## config.mk

```make
export PLATFORM = sky130hd
export DESIGN_NAME = graphql_token_scanner
export DESIGN_NICKNAME = d
export VERILOG_FILES = /design/src/gts_pkg.sv /design/src/gts_front.sv /design/src/gts_queue.sv /design/src/gts_back.sv /design/src/graphql_token_scanner.sv
export SDC_FILE = /design/constraint.sdc
export NUM_CORES = 1
export LEC_CHECK = 0
export BUFFER_PORTS_ARGS = -buffer_cell sky130_fd_sc_hd__buf_2
export CAP_MARGIN = 15
export CORE_AREA = 8 8 198 200
export DETAILED_ROUTE_END_ITERATION = 12
export DIE_AREA = 0 0 206 208
export PLACE_DENSITY = 0.64
export REMOVE_ABC_BUFFERS = 1
export SYNTH_ARGS = -nofsm -noshare
export SYNTH_HDL_FRONTEND = slang
export SYNTH_SLANG_ARGS = --single-unit
```

## constraint.sdc

```tcl
create_clock -name aclk -period 7.35 [get_ports aclk]
set_input_delay 0.735 -clock aclk [delete_from_list [all_inputs] [get_ports aclk]]
set_output_delay 0.735 -clock aclk [all_outputs]
set_load 0.005 [all_outputs]
```

## src/gts_pkg.sv

```systemverilog
// Shared types, character codes and token/scanner codes for the GraphQL token scanner.
package gts_pkg;

    // Document size limit; offsets saturate at the smaller of this and the field range.
    localparam int unsigned MAX_DOC_BYTES = 65535;
    localparam int unsigned POS_FIELD_MAX = 65535;
    localparam int unsigned POS_LIMIT_INT =
        (MAX_DOC_BYTES < POS_FIELD_MAX) ? MAX_DOC_BYTES : POS_FIELD_MAX;

    localparam int POS_W  = 16;
    localparam int LEN_W  = 16;
    localparam int KIND_W = 3;

    localparam logic [POS_W-1:0] POS_LIMIT = POS_LIMIT_INT[POS_W-1:0];
    localparam logic [LEN_W-1:0] LEN_MAX   = {LEN_W{1'b1}};
    localparam logic [LEN_W-1:0] DOTS_MAX  = 16'd3;

    // Queue between front and back, and the result buffer.
    localparam int QUEUE_DEPTH = 4;
    localparam int QPTR_W      = $clog2(QUEUE_DEPTH);
    localparam int OUT_DEPTH   = 4;
    localparam int OPTR_W      = $clog2(OUT_DEPTH);

    // Token kinds.
    localparam logic [KIND_W-1:0] KIND_NONE   = 3'd0;
    localparam logic [KIND_W-1:0] KIND_NAME   = 3'd1;
    localparam logic [KIND_W-1:0] KIND_PUNCT  = 3'd2;
    localparam logic [KIND_W-1:0] KIND_COMMA  = 3'd3;
    localparam logic [KIND_W-1:0] KIND_INT    = 3'd4;
    localparam logic [KIND_W-1:0] KIND_FLOAT  = 3'd5;
    localparam logic [KIND_W-1:0] KIND_STRING = 3'd6;

    // Character codes.
    localparam logic [7:0] CH_DOT    = 8'h2E;
    localparam logic [7:0] CH_COMMA  = 8'h2C;
    localparam logic [7:0] CH_MINUS  = 8'h2D;
    localparam logic [7:0] CH_PLUS   = 8'h2B;
    localparam logic [7:0] CH_ZERO   = 8'h30;
    localparam logic [7:0] CH_NINE   = 8'h39;
    localparam logic [7:0] CH_LOW_E  = 8'h65;
    localparam logic [7:0] CH_UP_E   = 8'h45;
    localparam logic [7:0] CH_QUOTE  = 8'h22;
    localparam logic [7:0] CH_BSLASH = 8'h5C;
    localparam logic [7:0] CH_UNDER  = 8'h5F;
    localparam logic [7:0] CH_UP_A   = 8'h41;
    localparam logic [7:0] CH_UP_Z   = 8'h5A;
    localparam logic [7:0] CH_LOW_A  = 8'h61;
    localparam logic [7:0] CH_LOW_Z  = 8'h7A;
    localparam logic [7:0] CH_BANG   = 8'h21;
    localparam logic [7:0] CH_DOLLAR = 8'h24;
    localparam logic [7:0] CH_LPAREN = 8'h28;
    localparam logic [7:0] CH_RPAREN = 8'h29;
    localparam logic [7:0] CH_COLON  = 8'h3A;
    localparam logic [7:0] CH_EQUAL  = 8'h3D;
    localparam logic [7:0] CH_AT     = 8'h40;
    localparam logic [7:0] CH_LBRACK = 8'h5B;
    localparam logic [7:0] CH_RBRACK = 8'h5D;
    localparam logic [7:0] CH_LBRACE = 8'h7B;
    localparam logic [7:0] CH_PIPE   = 8'h7C;
    localparam logic [7:0] CH_RBRACE = 8'h7D;

    // Character classes decided by the front end.
    typedef struct packed {
        logic alpha;
        logic digit;
        logic punct;
        logic dot;
        logic comma;
        logic minus;
        logic plus;
        logic zero;
        logic exp_mark;
        logic quote;
        logic bslash;
    } char_class_t;

    // One classified byte as it sits in the queue.
    typedef struct packed {
        char_class_t      cls;
        logic [POS_W-1:0] pos;
        logic             ovf;
        logic             last;
    } item_t;

    // One token record.
    typedef struct packed {
        logic [KIND_W-1:0] kind;
        logic [POS_W-1:0]  start;
        logic [LEN_W-1:0]  len;
        logic              doc_end;
        logic              ovf;
    } rec_t;

    // Queue status seen by the producer and the consumer.
    typedef struct packed {
        logic full;
        logic valid;
    } queue_stat_t;

    function automatic rec_t make_rec(input logic [KIND_W-1:0] kind,
                                      input logic [POS_W-1:0] start,
                                      input logic [LEN_W-1:0] len,
                                      input logic ovf);
        rec_t r;
        r.kind    = kind;
        r.start   = start;
        r.len     = len;
        r.doc_end = 1'b0;
        r.ovf     = ovf;
        return r;
    endfunction

    function automatic logic [LEN_W-1:0] sat_inc(input logic [LEN_W-1:0] v);
        return (v == LEN_MAX) ? v : v + LEN_W'(1);
    endfunction

endpackage

```

## src/gts_front.sv

```systemverilog
// Front end: accepts document bytes, classifies them and tracks position and overflow.
module gts_front (
    input  logic                  aclk,
    input  logic                  aresetn,
    input  logic                  s_valid,
    output logic                  s_ready,
    input  logic [7:0]            s_char_byte,
    input  logic                  s_doc_last,
    input  gts_pkg::queue_stat_t  q_stat,
    output logic                  q_push,
    output gts_pkg::item_t        q_item
);

    logic [gts_pkg::POS_W-1:0] pos_reg, pos_next;
    logic                      ovf_reg, ovf_next;
    logic                      at_limit;
    logic                      accept;
    gts_pkg::char_class_t      cls;

    assign s_ready = !q_stat.full;
    assign accept  = s_valid && s_ready;
    assign q_push  = accept;

    always_comb begin
        cls.alpha    = (s_char_byte inside {[gts_pkg::CH_UP_A:gts_pkg::CH_UP_Z],
                                            [gts_pkg::CH_LOW_A:gts_pkg::CH_LOW_Z],
                                            gts_pkg::CH_UNDER});
        cls.digit    = (s_char_byte inside {[gts_pkg::CH_ZERO:gts_pkg::CH_NINE]});
        cls.punct    = (s_char_byte inside {gts_pkg::CH_COMMA, gts_pkg::CH_DOT,
                                            gts_pkg::CH_BANG, gts_pkg::CH_DOLLAR,
                                            gts_pkg::CH_LPAREN, gts_pkg::CH_RPAREN,
                                            gts_pkg::CH_COLON, gts_pkg::CH_EQUAL,
                                            gts_pkg::CH_AT, gts_pkg::CH_LBRACK,
                                            gts_pkg::CH_RBRACK, gts_pkg::CH_LBRACE,
                                            gts_pkg::CH_PIPE, gts_pkg::CH_RBRACE});
        cls.dot      = (s_char_byte == gts_pkg::CH_DOT);
        cls.comma    = (s_char_byte == gts_pkg::CH_COMMA);
        cls.minus    = (s_char_byte == gts_pkg::CH_MINUS);
        cls.plus     = (s_char_byte == gts_pkg::CH_PLUS);
        cls.zero     = (s_char_byte == gts_pkg::CH_ZERO);
        cls.exp_mark = (s_char_byte inside {gts_pkg::CH_LOW_E, gts_pkg::CH_UP_E});
        cls.quote    = (s_char_byte == gts_pkg::CH_QUOTE);
        cls.bslash   = (s_char_byte == gts_pkg::CH_BSLASH);
    end

    // Offsets saturate at the limit; from there on the overflow flag sticks.
    assign at_limit = (pos_reg >= gts_pkg::POS_LIMIT);

    always_comb begin
        q_item.cls  = cls;
        q_item.pos  = at_limit ? gts_pkg::POS_LIMIT : pos_reg;
        q_item.ovf  = ovf_reg || at_limit;
        q_item.last = s_doc_last;
    end

    always_comb begin
        pos_next = pos_reg;
        ovf_next = ovf_reg;
        if (accept) begin
            if (s_doc_last) begin
                pos_next = '0;
                ovf_next = 1'b0;
            end else begin
                ovf_next = q_item.ovf;
                pos_next = at_limit ? gts_pkg::POS_LIMIT
                                    : pos_reg + gts_pkg::POS_W'(1);
            end
        end
    end

    always_ff @(posedge aclk) begin
        if (!aresetn) begin
            pos_reg <= '0;
            ovf_reg <= 1'b0;
        end else begin
            pos_reg <= pos_next;
            ovf_reg <= ovf_next;
        end
    end

endmodule

```

## src/gts_queue.sv

```systemverilog
// Small queue of classified bytes between the front end and the token engine.
module gts_queue (
    input  logic                  aclk,
    input  logic                  aresetn,
    input  logic                  push,
    input  gts_pkg::item_t        push_item,
    input  logic                  pop,
    output gts_pkg::item_t        head_item,
    output gts_pkg::queue_stat_t  stat
);

    gts_pkg::item_t                mem_reg [gts_pkg::QUEUE_DEPTH];
    logic [gts_pkg::QPTR_W-1:0]    wr_ptr_reg, wr_ptr_next;
    logic [gts_pkg::QPTR_W-1:0]    rd_ptr_reg, rd_ptr_next;
    logic [gts_pkg::QPTR_W:0]      count_reg, count_next;

    assign stat.full  = (count_reg == (gts_pkg::QPTR_W+1)'(gts_pkg::QUEUE_DEPTH));
    assign stat.valid = (count_reg != '0);
    assign head_item  = mem_reg[rd_ptr_reg];

    always_comb begin
        wr_ptr_next = push ? wr_ptr_reg + gts_pkg::QPTR_W'(1) : wr_ptr_reg;
        rd_ptr_next = pop  ? rd_ptr_reg + gts_pkg::QPTR_W'(1) : rd_ptr_reg;
        count_next  = count_reg;
        if (push && !pop) begin
            count_next = count_reg + (gts_pkg::QPTR_W+1)'(1);
        end else if (pop && !push) begin
            count_next = count_reg - (gts_pkg::QPTR_W+1)'(1);
        end
    end

    always_ff @(posedge aclk) begin
        if (push) begin
            mem_reg[wr_ptr_reg] <= push_item;
        end
    end

    always_ff @(posedge aclk) begin
        if (!aresetn) begin
            wr_ptr_reg <= '0;
            rd_ptr_reg <= '0;
            count_reg  <= '0;
        end else begin
            wr_ptr_reg <= wr_ptr_next;
            rd_ptr_reg <= rd_ptr_next;
            count_reg  <= count_next;
        end
    end

endmodule

```

## src/gts_back.sv

```systemverilog
// Token engine: applies the lexer state update to each queued byte and buffers the records.
module gts_back (
    input  logic                              aclk,
    input  logic                              aresetn,
    input  logic                              q_valid,
    input  gts_pkg::item_t                    q_item,
    output logic                              q_pop,
    output logic                              m_valid,
    input  logic                              m_ready,
    output logic [gts_pkg::KIND_W-1:0]        m_token_kind,
    output logic [gts_pkg::POS_W-1:0]         m_start_offset,
    output logic [gts_pkg::LEN_W-1:0]         m_token_length,
    output logic                              m_doc_end,
    output logic                              m_overflow
);

    localparam logic [2:0] MODE_IDLE = 3'd0;
    localparam logic [2:0] MODE_NAME = 3'd1;
    localparam logic [2:0] MODE_DOTS = 3'd2;
    localparam logic [2:0] MODE_NUM  = 3'd3;
    localparam logic [2:0] MODE_STR  = 3'd4;

    localparam logic [2:0] PH_DIGITS  = 3'd0;
    localparam logic [2:0] PH_SIGN    = 3'd1;
    localparam logic [2:0] PH_ZERO    = 3'd2;
    localparam logic [2:0] PH_FRAC    = 3'd3;
    localparam logic [2:0] PH_EXP     = 3'd4;
    localparam logic [2:0] PH_EXPSIGN = 3'd5;
    localparam logic [2:0] PH_EXPNUM  = 3'd6;

    localparam int CNT_W = gts_pkg::OPTR_W + 1;

    logic [2:0]                  mode_reg, mode_next;
    logic [2:0]                  phase_reg, phase_next;
    logic [gts_pkg::KIND_W-1:0]  kind_reg, kind_next;
    logic [gts_pkg::POS_W-1:0]   start_reg, start_next;
    logic [gts_pkg::LEN_W-1:0]   len_reg, len_next;
    logic                        bs_reg, bs_next;

    gts_pkg::rec_t               rec_a, rec_b;
    logic [1:0]                  n_rec;

    gts_pkg::rec_t               buf_reg [gts_pkg::OUT_DEPTH];
    logic [gts_pkg::OPTR_W-1:0]  wr_ptr_reg, wr_ptr_next;
    logic [gts_pkg::OPTR_W-1:0]  rd_ptr_reg, rd_ptr_next;
    logic [CNT_W-1:0]            count_reg, count_next;
    logic                        room;
    logic                        m_take;
    gts_pkg::rec_t               head;

    // A byte is taken only when the buffer can hold the two records it may produce.
    assign room   = (count_reg <= CNT_W'(gts_pkg::OUT_DEPTH - 2));
    assign q_pop  = q_valid && room;
    assign m_take = m_valid && m_ready;

    always_comb begin
        gts_pkg::char_class_t c;
        logic                 takes;
        gts_pkg::rec_t        r;

        c          = q_item.cls;
        takes      = 1'b0;
        r          = '0;
        mode_next  = mode_reg;
        phase_next = phase_reg;
        kind_next  = kind_reg;
        start_next = start_reg;
        len_next   = len_reg;
        bs_next    = bs_reg;
        rec_a      = '0;
        rec_b      = '0;
        n_rec      = 2'd0;

        case (mode_reg)
            MODE_NAME: begin
                takes = c.alpha || c.digit;
            end
            MODE_DOTS: begin
                takes = c.dot && (len_reg < gts_pkg::DOTS_MAX);
            end
            MODE_NUM: begin
                case (phase_reg)
                    PH_SIGN: begin
                        if (c.digit) begin
                            takes      = 1'b1;
                            phase_next = c.zero ? PH_ZERO : PH_DIGITS;
                        end
                    end
                    PH_DIGITS, PH_ZERO: begin
                        if (c.digit && phase_reg == PH_DIGITS) begin
                            takes = 1'b1;
                        end else if (c.dot) begin
                            takes      = 1'b1;
                            kind_next  = gts_pkg::KIND_FLOAT;
                            phase_next = PH_FRAC;
                        end else if (c.exp_mark) begin
                            takes      = 1'b1;
                            kind_next  = gts_pkg::KIND_FLOAT;
                            phase_next = PH_EXP;
                        end
                    end
                    PH_FRAC: begin
                        if (c.digit) begin
                            takes = 1'b1;
                        end else if (c.exp_mark) begin
                            takes      = 1'b1;
                            phase_next = PH_EXP;
                        end
                    end
                    PH_EXP: begin
                        if (c.plus || c.minus) begin
                            takes      = 1'b1;
                            phase_next = PH_EXPSIGN;
                        end else if (c.digit) begin
                            takes      = 1'b1;
                            phase_next = PH_EXPNUM;
                        end
                    end
                    PH_EXPSIGN, PH_EXPNUM: begin
                        if (c.digit) begin
                            takes      = 1'b1;
                            phase_next = PH_EXPNUM;
                        end
                    end
                    default: begin
                        takes = 1'b0;
                    end
                endcase
            end
            MODE_STR: begin
                takes    = 1'b1;
                len_next = gts_pkg::sat_inc(len_reg);
                if (c.quote && !bs_reg) begin
                    rec_a     = gts_pkg::make_rec(kind_reg, start_reg, len_next, q_item.ovf);
                    n_rec     = 2'd1;
                    mode_next = MODE_IDLE;
                end else begin
                    bs_next = c.bslash && !bs_reg;
                end
            end
            default: begin
                mode_next = MODE_IDLE;
            end
        endcase

        // Name, dots and number tokens either grow or close here.
        if (mode_next != MODE_IDLE && mode_next != MODE_STR) begin
            if (takes) begin
                len_next = gts_pkg::sat_inc(len_reg);
            end else begin
                rec_a     = gts_pkg::make_rec(kind_next, start_reg, len_reg, q_item.ovf);
                n_rec     = 2'd1;
                mode_next = MODE_IDLE;
            end
        end

        // A byte the open token refused may start the next token.
        if (!takes) begin
            start_next = q_item.pos;
            len_next   = gts_pkg::LEN_W'(1);
            if (c.alpha) begin
                mode_next = MODE_NAME;
                kind_next = gts_pkg::KIND_NAME;
            end else if (c.digit || c.minus) begin
                mode_next  = MODE_NUM;
                kind_next  = gts_pkg::KIND_INT;
                phase_next = c.minus ? PH_SIGN : (c.zero ? PH_ZERO : PH_DIGITS);
            end else if (c.quote) begin
                mode_next = MODE_STR;
                kind_next = gts_pkg::KIND_STRING;
                bs_next   = 1'b0;
            end else if (c.dot) begin
                mode_next = MODE_DOTS;
                kind_next = gts_pkg::KIND_PUNCT;
            end else if (c.punct) begin
                kind_next = c.comma ? gts_pkg::KIND_COMMA : gts_pkg::KIND_PUNCT;
                r = gts_pkg::make_rec(kind_next, q_item.pos, gts_pkg::LEN_W'(1), q_item.ovf);
                if (n_rec == 2'd0) begin
                    rec_a = r;
                end else begin
                    rec_b = r;
                end
                n_rec     = n_rec + 2'd1;
                mode_next = MODE_IDLE;
            end
        end

        // End of document: flush, guarantee one record, mark it and clear the state.
        if (q_item.last) begin
            if (mode_next != MODE_IDLE) begin
                r = gts_pkg::make_rec(kind_next, start_next, len_next, q_item.ovf);
                if (n_rec == 2'd0) begin
                    rec_a = r;
                end else begin
                    rec_b = r;
                end
                n_rec = n_rec + 2'd1;
            end
            if (n_rec == 2'd0) begin
                rec_a = gts_pkg::make_rec(gts_pkg::KIND_NONE, '0, '0, q_item.ovf);
                n_rec = 2'd1;
            end
            if (n_rec == 2'd1) begin
                rec_a.doc_end = 1'b1;
            end else begin
                rec_b.doc_end = 1'b1;
            end
            mode_next  = MODE_IDLE;
            phase_next = PH_DIGITS;
            kind_next  = gts_pkg::KIND_NONE;
            start_next = '0;
            len_next   = '0;
            bs_next    = 1'b0;
        end
    end

    // Result buffer: up to two writes per cycle, one read.
    assign head           = buf_reg[rd_ptr_reg];
    assign m_valid        = (count_reg != '0);
    assign m_token_kind   = head.kind;
    assign m_start_offset = head.start;
    assign m_token_length = head.len;
    assign m_doc_end      = head.doc_end;
    assign m_overflow     = head.ovf;

    always_comb begin
        logic [CNT_W-1:0] n_push;
        n_push      = q_pop ? CNT_W'(n_rec) : '0;
        wr_ptr_next = wr_ptr_reg + gts_pkg::OPTR_W'(n_push);
        rd_ptr_next = m_take ? rd_ptr_reg + gts_pkg::OPTR_W'(1) : rd_ptr_reg;
        count_next  = count_reg + n_push - (m_take ? CNT_W'(1) : CNT_W'(0));
    end

    always_ff @(posedge aclk) begin
        if (q_pop) begin
            if (n_rec != 2'd0) begin
                buf_reg[wr_ptr_reg] <= rec_a;
            end
            if (n_rec == 2'd2) begin
                buf_reg[wr_ptr_reg + gts_pkg::OPTR_W'(1)] <= rec_b;
            end
        end
    end

    always_ff @(posedge aclk) begin
        if (!aresetn) begin
            mode_reg   <= MODE_IDLE;
            phase_reg  <= PH_DIGITS;
            kind_reg   <= gts_pkg::KIND_NONE;
            start_reg  <= '0;
            len_reg    <= '0;
            bs_reg     <= 1'b0;
            wr_ptr_reg <= '0;
            rd_ptr_reg <= '0;
            count_reg  <= '0;
        end else begin
            if (q_pop) begin
                mode_reg  <= mode_next;
                phase_reg <= phase_next;
                kind_reg  <= kind_next;
                start_reg <= start_next;
                len_reg   <= len_next;
                bs_reg    <= bs_next;
            end
            wr_ptr_reg <= wr_ptr_next;
            rd_ptr_reg <= rd_ptr_next;
            count_reg  <= count_next;
        end
    end

`ifndef SYNTH
    a_count_bound: assert property (@(posedge aclk) disable iff (!aresetn)
        count_reg <= CNT_W'(gts_pkg::OUT_DEPTH))
        else $error("result buffer count out of range");

    a_last_has_record: assert property (@(posedge aclk) disable iff (!aresetn)
        (q_pop && q_item.last) |-> (n_rec != 2'd0))
        else $error("final byte produced no record");

    a_last_clears: assert property (@(posedge aclk) disable iff (!aresetn)
        (q_pop && q_item.last) |=> (mode_reg == MODE_IDLE && len_reg == '0))
        else $error("scanner state not cleared after document end");

    a_dots_len: assert property (@(posedge aclk) disable iff (!aresetn)
        (mode_reg == MODE_DOTS) |-> (len_reg != '0 && len_reg <= gts_pkg::DOTS_MAX))
        else $error("dot run length out of range");
`endif

endmodule

```

## src/graphql_token_scanner.sv

```systemverilog
// Top level of the GraphQL token scanner: front end, byte queue and token engine.
//
// The scanner takes a GraphQL document one byte per transaction on the s_ channel
// and returns one token record per transaction on the m_ channel: kind (name,
// punctuator, comma, int, float, string), start offset and length. A byte that
// closes a token is looked at again as the start of the next one, so one byte can
// yield two records; on the byte marked s_doc_last any open token is flushed, the
// last record of the document carries m_doc_end (a record of kind none with zero
// offset and length is sent when nothing else closes there), and the scanner
// starts the next document from offset zero. Offsets saturate at 65535 and set
// the sticky m_overflow flag for the rest of the document; lengths saturate too.
// Throughput is one byte per clock while neither buffer holds it back: the front
// end classifies a byte and tracks its offset in the cycle it is accepted, a
// four-entry queue carries it to the token engine, which applies the whole state
// update combinationally and writes its records into a four-entry result buffer.
// The engine takes a byte only when the buffer has two free entries, and the
// buffer drains one record per clock while m_ready is high, so a stream in which
// many bytes close two tokens runs at the rate of the m_ channel, one record per
// clock. A byte is registered in the queue and its records in the result buffer.
module graphql_token_scanner (
    input  logic                             aclk,
    input  logic                             aresetn,
    input  logic                             s_valid,
    output logic                             s_ready,
    input  logic [7:0]                       s_char_byte,
    input  logic                             s_doc_last,
    output logic                             m_valid,
    input  logic                             m_ready,
    output logic [gts_pkg::KIND_W-1:0]       m_token_kind,
    output logic [gts_pkg::POS_W-1:0]        m_start_offset,
    output logic [gts_pkg::LEN_W-1:0]        m_token_length,
    output logic                             m_doc_end,
    output logic                             m_overflow
);

    // Front end to queue.
    logic                  q_push;
    gts_pkg::item_t        q_in_item;
    gts_pkg::queue_stat_t  q_stat;

    // Queue to token engine.
    logic                  q_pop;
    gts_pkg::item_t        q_head;

    gts_front u_front (
        .aclk        (aclk),
        .aresetn     (aresetn),
        .s_valid     (s_valid),
        .s_ready     (s_ready),
        .s_char_byte (s_char_byte),
        .s_doc_last  (s_doc_last),
        .q_stat      (q_stat),
        .q_push      (q_push),
        .q_item      (q_in_item)
    );

    gts_queue u_queue (
        .aclk      (aclk),
        .aresetn   (aresetn),
        .push      (q_push),
        .push_item (q_in_item),
        .pop       (q_pop),
        .head_item (q_head),
        .stat      (q_stat)
    );

    // The engine sees the queue head whenever the queue holds a byte.
    gts_back u_back (
        .aclk           (aclk),
        .aresetn        (aresetn),
        .q_valid        (q_stat.valid),
        .q_item         (q_head),
        .q_pop          (q_pop),
        .m_valid        (m_valid),
        .m_ready        (m_ready),
        .m_token_kind   (m_token_kind),
        .m_start_offset (m_start_offset),
        .m_token_length (m_token_length),
        .m_doc_end      (m_doc_end),
        .m_overflow     (m_overflow)
    );

endmodule

```

; Word-level counts from Yosys, hierarchy flattened
; Memories as Yosys holds them, arrays and structs flattened. A register that Yosys moved wholly into a read port is not among the register bits.
; Index checks and enable logic that the tools add are counted.
[totals]
word_cells = 236
mem_count = 2
output_inout_bits = 39
mem_bits_rw = 264
register_bits = 73
inputBits = 13
[mem_list]
columns = memory, words, word_bits, rd, rd_ports_with_merged_regs, write_ports, line
row1 = u_back.buf_reg, 4, 37, 1, 1, 2, gts_back.sv:43  ; gts_pkg::rec_t buf_reg [gts_pkg::OUT_DEPTH];
row2 = u_queue.mem_reg, 4, 29, 1, 1, 1, gts_queue.sv:12  ; gts_pkg::item_t mem_reg [gts_pkg::QUEUE_DEPTH];
[op_classes]
eq_ne = 37
n_lt_le_gt_ge = 9
addsub = 13
mux = 123
reduce_logical = 38
[op_table]
columns = cell, count
row1 = two-way mux 37 bit, 25
row2 = two-way mux 16 bit, 10
row3 = two-way mux 3 bit, 37
row4 = "== test 8 x 6 -> 1 bit, second input constant", 12
row5 = "== test 8 x 7 -> 1 bit, second input constant", 10
row6 = two-way mux 2 bit, 20
row7 = "adder 16 x 1 -> 16 bit, second input constant", 2
row8 = two-way mux 1 bit, 27
row9 = "== test 16 bit, second input constant", 1
row10 = ">= comparator 16 bit, second input constant", 1
row11 = ">= comparator 8 x 7 -> 1 bit, second input constant", 2
row12 = "<= comparator 8 x 7 -> 1 bit, second input constant", 2
row13 = "less-than comparator 16 x 2 -> 1 bit, second input constant", 1
row14 = "== test 3 bit, second input constant", 5
row15 = case mux 3 bit (5 select lines), 1
row16 = nonzero test 3 bit, 5
row17 = nonzero test 14 bit, 1
row18 = logical AND 1 bit, 13
row19 = "adder 2 x 1 -> 2 bit, second input constant", 6
row20 = "== test 3 x 2 -> 1 bit, second input constant", 4
row21 = ">= comparator 8 x 6 -> 1 bit, second input constant", 1
row22 = "<= comparator 8 x 6 -> 1 bit, second input constant", 1
row23 = case mux 1 bit (4 select lines), 2
row24 = "== test 3 x 1 -> 1 bit, second input constant", 2
row25 = other kinds (17), 29

; Longest topological paths before layout
; Gate-level depths: netlist of run 1.
[logic_depth]
ltp_word = 25
mapped_depth = 20
mapped_depth_nobuf = 19

; Cells and area by module
; A second synthesis of run 1 with hierarchy kept.
[hier_totals]
cells_unflattened = 1414
hier_area_um2 = 16922.5
[modules_own_cells]
columns = mod, cells_each, instances, seq_area_each_um2, area_each_um2
row1 = gts_back, 1047, 1, 5465.2, 10946.7
row2 = gts_queue, 194, 1, 3663.5, 4639.4
row3 = gts_front, 173, 1, 340.3, 1336.3

; Least setup slack after synthesis of run 1
; Ideal clock, no wire load.
[synth_path]
path_type = register to register
startpoint = reg with a tool-made name
endpoint = mem u_back.buf_reg[0][0] (netlist bit) (enable)
path_buffers = 2
path_stages_with_launch = 17
slack_ns = 0.291
setup_time_ns = 0.487
arrival_ns = 6.572
t_required_ns = 6.863
cell_sequence = dfxtp_1 > buf_6 > mux4_2 > or2_0 > a32oi_1 > nand4_2 > o21ai_1 > ha_1 > and3_1 > inv_1 > ha_1 > inv_1 > a2111oi_0 > o21ai_1 > clkbuf_1 > nor2b_1 > o31ai_1
[synth_lines]
columns = element, line
row1 = end: declaration, gts_back.sv:43

==> results.cfg, run 1 <==
[place]
port_buffers = 51
dp_slack_ns = 1.16
dp.cells = 1724
gp_congestion = 0.908
dpl.hpwl_um = 23600

[hold_path]
holdPathEnd = u_front.ovf_reg$_SDFFE_PN0P_
hold_path_depth = 1
hp-start = u_front.ovf_reg$_SDFFE_PN0P_
holdCritPathClass = reg -> reg

[yosys]
ys_top_cells_by_count = edfxtp_1 (264), clkbuf_1 (82), nor2_1 (80)
ys_warn_count = 0
synth_top_area_share_pct = 47.6
synthFlopType = edfxtp_1
synth_area_leaders = edfxtp_1 (48%), dfxtp_1 (9.3%), mux4_2 (8.5%), mux2_1 (2.9%), mux2i_1 (2.2%)
synthDistinctLibCells = 77
syn_area_per_cell_um2 = 13.0
synthArstFlopShare_pct = 0
syn_area_um2 = 16600
yosysSeqAreaShare_pct = 56.9
yosysTopAreaCell = edfxtp_1
netlist_instances = 1276
yosysMostFrequentCell = edfxtp_1
synth_edf_count = 264
synth_seq_cells = 341

[critical_path]
cp_max_fo = 26
cp.arrival_ns = 6.37
start_kind = flip-flop
cp_cell_sequence = mux4_1, o21a_1, nor2_1, nand4_2, buf_4, o21ai_1, ha_1, o32ai_1, ha_1, inv_1, a2111oi_0, o21ai_1, nor2b_1, nor3_2, buf_4
worstRegToRegCells = 15
cp_slowest_stage_delay_ns = 0.85
crit_required_ns = 7.53
cp-end-kind = flip-flop
crit_type = reg -> reg
cp_slowest_cell = nor3_2
rrSetupSlack_ns = 1.16
r2r_end = u_back.buf_reg[1][10]$_DFFE_PP_

[power]
power_frac_seq_pct = 38.0
ir_drop_mv = 0.201
clock_power_share_pct = 25.3
switching_power_mw = 2.47
powerDensity_nw_per_um2 = 400
p_leak_nw = 6.64
swShare_pct = 33.3
pwr-share-comb_pct = 36.7
power.internal_mw = 4.95

[clock_tree]
cts_tree = yes
clkLatencyLatePin_ns = 0.53
cts_repair_resize_count = 0
post_cts_buffers = 0
htree_levels = 2
cts_buffers = 36
cts_root_buf = clkbuf_16
clk_path_buf_depth = 3
path_clk_slew_ns = 0.06
cts.sinks = 341
cts_hold_buf = 0

[timing]
hold_viol_final = 0
hold_ws_ns = 0.490
fin_ws_ns = 1.16
setup_viol = 0
rsz0062_at_grt = false
min_period_ns = 6.19
worstMarginPinSlew_ns = 1.11
finClkSkew_ns = 0.0219
finalCritPeriodShare_pct = 84.3
maxSlewHeadroom_pct = 25.8
fmax_ghz = 0.161
slew_violations = 0

[grt]
antenna_found_initial = 0
gr-usage-all-layers_pct = 16.6
grt_max_degree = 76
grt_pass1_vias = 10200
grt_pass1_wl_um = 58000
grt.overflow.total = 0

[flow_run]
cap_violations = 0

[finish]
layout-drive-gt1-share_pct = 19.4
regArea_um2 = 9470
multiInputGateArea_um2 = 6680
fin_nets = 1322
area_delta_synth_final_pct = 11.5
fillCellCount = 3047
instances_no_fill = 1790
largest_register_ffs = 148
diodes = 0

[drt]
wl_per_cell_um = 20.1
drt_iter0_markers = 853
vias_per_cell = 5.89
dr.pass1.iters = 5
post-route-drc-count = 0
vias = 10500
drt_wl_total_um = 35900
postRouteAntennaNets = 0

[floorplan]
die_h_um = 208
dieArea_um2 = 42800
die_x_um = 206
num_rows = 70
ios = 52
core_area_um2 = 36100
start_util_pct = 46.1

[outcome]
status = finished clean
-- worst max path at each step --
stage,cells after the start,to
detailed placement,15,u_back.buf_reg[1][10]$_DFFE_PP_
global placement,16,u_back.buf_reg[1][7]$_DFFE_PP_
finish,15,u_back.buf_reg[1][10]$_DFFE_PP_
CTS,15,u_back.buf_reg[1][10]$_DFFE_PP_
floorplan,12,u_back.buf_reg[0][0]$_DFFE_PP_
global route,15,u_back.buf_reg[1][5]$_DFFE_PP_
-- power groups by stage --
stage	registers, mW	clock network [mW]	logic, mW
floorplan	2.87	0	1.81
global placement	2.84	0	2.70
detailed placement	2.87	0	2.74
CTS	2.83	1.92	2.75
global route	2.86	2.00	2.99
finish	2.82	1.88	2.72
-- layer usage --
metal  global-route usage [%]  routed length, um
met5                        0                  0
met2                     26.4              16900
met1                     24.1              16900
met4                     3.65                544
met3                     2.21               1610
-- critical path, delay by kind of cell, from the launching register on --
family,cells,cell delay [ns]
compound gates,5,1.66
simple gates,4,1.45
mux,1,0.83
buf+inv,3,0.77
flops,1,0.55
fa+ha+maj,2,0.54
-- metrics by stage --
| step | util (%) | instance area, um^2 | TNS [ns] | total power, mW |
|---|---|---|---|---|
| global placement | 48.0 | 17300 | 0 | 5.54 |
| detailed placement | 48.0 | 17300 | 0 | 5.60 |
| global route | 51.4 | 18600 | 0 | 7.85 |
| floorplan | - | 16200 | -111.83 | 4.68 |
| CTS | 51.4 | 18600 | 0 | 7.50 |
| finish | 51.4 | 18600 | 0 | 7.42 |
-- layout by cell type (no fill, tap or decap), types with 14 or more instances in the layout --
cell type  instances
inv_1             27
and3_1            18
nor3_1            49
a22oi_1           26
a21oi_1           57
mux2_4            24
mux2i_1           37
mux4_2            63
buf_4             30
nor4_1            16
and2_1            22
mux2_1            43
nand2_1           50
dfxtp_1           74
o2bb2ai_1         16
clkbuf_16         36
edfxtp_1         264
nor2_1            80
nor2b_1           42
a31oi_1           14
o21ai_0           48
a22o_1            17
nand3_1           18
buf_2             51
-- logic make-up after synthesis --
kind of cell,Yosys count,synth area share [%]
AOI/OAI and AO/OA,252,10.4
xor gates and xnor gates,12,0.632
adders and majority gates,15,1.22
buffers and inverters,128,3.21
DFF,341,56.9
muxes,171,16.3
and+or+nand+nor,357,11.4
-- cell type report --
class,instances,share of cell area (%)
flip-flops and latches,341,51.1
well taps,468,3.16
inverters,27,0.546
clock buffers,47,5.29
repair buffers,81,2.59
multi-input cells,807,36.0
clock inverters,19,1.38
Note: power is estimated with default switching activity, not from simulation.
==> run 2: changes to the inputs <==
--- a/config.mk
+++ b/config.mk
@@ -10,7 +10,7 @@
 export CORE_AREA = 8 8 198 200
 export DETAILED_ROUTE_END_ITERATION = 12
 export DIE_AREA = 0 0 206 208
-export PLACE_DENSITY = 0.64
+export PLACE_DENSITY = 0.61
 export REMOVE_ABC_BUFFERS = 1
 export SYNTH_ARGS = -nofsm -noshare
 export SYNTH_HDL_FRONTEND = slang
==> constraint.sdc (replaced) <==
create_clock -name aclk -period 5.7 [get_ports aclk]
set_input_delay 0.57 -clock aclk [delete_from_list [all_inputs] [get_ports aclk]]
set_output_delay 0.57 -clock aclk [all_outputs]
set_load 0.005 [all_outputs]
==> results.cfg, run 2 (synthesis results as in run 1) <==
[clock_tree]
cts_buffers = 37
cts_repair_resize_count = 0
cts_tree = yes
cts.sinks = 341
cts_root_buf = clkbuf_16
htree_levels = 2
cts_hold_buf = 0
clkLatencyLatePin_ns = 0.53
path_clk_slew_ns = 0.06
clk_path_buf_depth = 3
post_cts_buffers = 0

[finish]
largest_register_ffs = 148
area_delta_synth_final_pct = 11.6
fin_nets = 1332
layout-drive-gt1-share_pct = 20.0
final_common_cell = edfxtp_1
regArea_um2 = 9470
fillCellCount = 3110
diodes = 0
final_cell_mix = edfxtp_1 (264), nor2_1 (80), dfxtp_1 (74)
multiInputGateArea_um2 = 6690
instances_no_fill = 1799

[place]
dpl.hpwl_um = 23700
port_buffers = 51
gp_congestion = 0.872
dp.cells = 1732

[drt]
dr.pass1.iters = 5
wl_per_cell_um = 20.4
post-route-drc-count = 0
vias = 10600
drt_iter0_markers = 641
vias_per_cell = 5.90
drt_wl_total_um = 36700
postRouteAntennaNets = 0

[critical_path]
crit_required_ns = 5.97
start_kind = flip-flop
cp_max_fo = 22
cp-end-kind = flip-flop
worstRegToRegCells = 15
cp.arrival_ns = 5.57
crit_type = reg -> reg

[grt]
use_met2_pct = 26.9
grt_pass1_wl_um = 58600
grt_max_degree = 76
antenna_found_initial = 0
grt.overflow.total = 0
grt_pass1_vias = 10300
gr-usage-all-layers_pct = 16.9
busiest_layer = met2
use_met3_pct = 2.24
use_met1_pct = 24.3

[timing]
finalCritPeriodShare_pct = 92.9
slew_violations = 0
worstMarginPinSlew_ns = 1.03
finClkSkew_ns = 0.0152
maxSlewHeadroom_pct = 31.3
fmax_ghz = 0.189
hold_viol_final = 0
setup_viol = 0
rsz0062_at_grt = false
min_period_ns = 5.30

[hold_path]
holdCritPathClass = in -> reg
hold_path_depth = 2

[floorplan]
num_rows = 70
die_x_um = 206
ios = 52
core_area_um2 = 36100
die_h_um = 208
dieArea_um2 = 42800
start_util_pct = 46.1

[power]
p_leak_nw = 6.64
powerDensity_nw_per_um2 = 512
power_mw = 9.50
ir_drop_mv = 0.257

[flow_run]
cap_violations = 0

[outcome]
status = finished clean
-- run 2: cell types whose count changed in the layout (fill, tap and decap cells not counted), sizes merged --
cell and delta:
buf +8, bufinv -3, inv +2, clkinv +1
o21ai +1
-- run 2: where the power goes --
group	internal [mW]	leakage, nW	switching [mW]
registers	3.41	3.05	0.216
logic	1.54	3.01	2.03
clock network	1.34	0.571	0.970
-- run 2: cell type report --
cell class	count	share of cell area [%]
multi-input cells	808	36.0
flip-flops and latches	341	51.0
inverters	27	0.546
clock buffers	47	5.35
well taps	468	3.15
repair buffers	89	2.98
clock inverters	19	0.917
-- run 2: metrics by stage --
stage	setup WS (ns)	hold WS (ns)	util, %	TNS (ns)	cell area (um^2)
global placement	0.246	0.473	48.2	0	17400
floorplan	-2.65	0.463	-	-441.74	16200
detailed placement	0.164	0.482	48.2	0	17400
global route	0.0846	0.467	51.4	0	18600
finish	0.403	0.458	51.4	0	18600
CTS	0.149	0.439	51.4	0	18600
-- run 2: worst paths after layout --
kind	start	end	slack, ns
worst max register to register	flip-flop	u_back.buf_reg[2][19]$_DFFE_PP_	0.40
worst max-delay path	flip-flop	u_back.buf_reg[2][19]$_DFFE_PP_	0.40
worst min-delay path	s_char_byte[5]	u_queue.mem_reg[2][18]$_DFFE_PP_	0.46
worst min register to register	u_front.ovf_reg$_SDFFE_PN0P_	u_front.ovf_reg$_SDFFE_PN0P_	0.49
-- run 2: routing by layer --
| metal | vias to the layer above | part of all wire, % |
|---|---|---|
| met5 | - | 0 |
| met4 | 0 | 1.4 |
| met3 | 36 | 5.1 |
| met2 | 265 | 48 |
| met1 | 5288 | 46 |
| li1 | 5017 | - |
-- run 2: worst max-delay path: stages, from the launching register on --
cell       delay (ns)
dfxtp_2          0.53
mux4_2           0.65
or2_0            0.27
a32oi_1          0.27
nand4_2          0.15
o21ai_1          0.21
ha_1             0.21
and3_1           0.26
inv_1            0.08
ha_1             0.31
inv_1            0.05
a2111oi_0        0.41
o21ai_2          0.27
or4b_1           0.66
buf_4            0.34
mux2_1           0.36
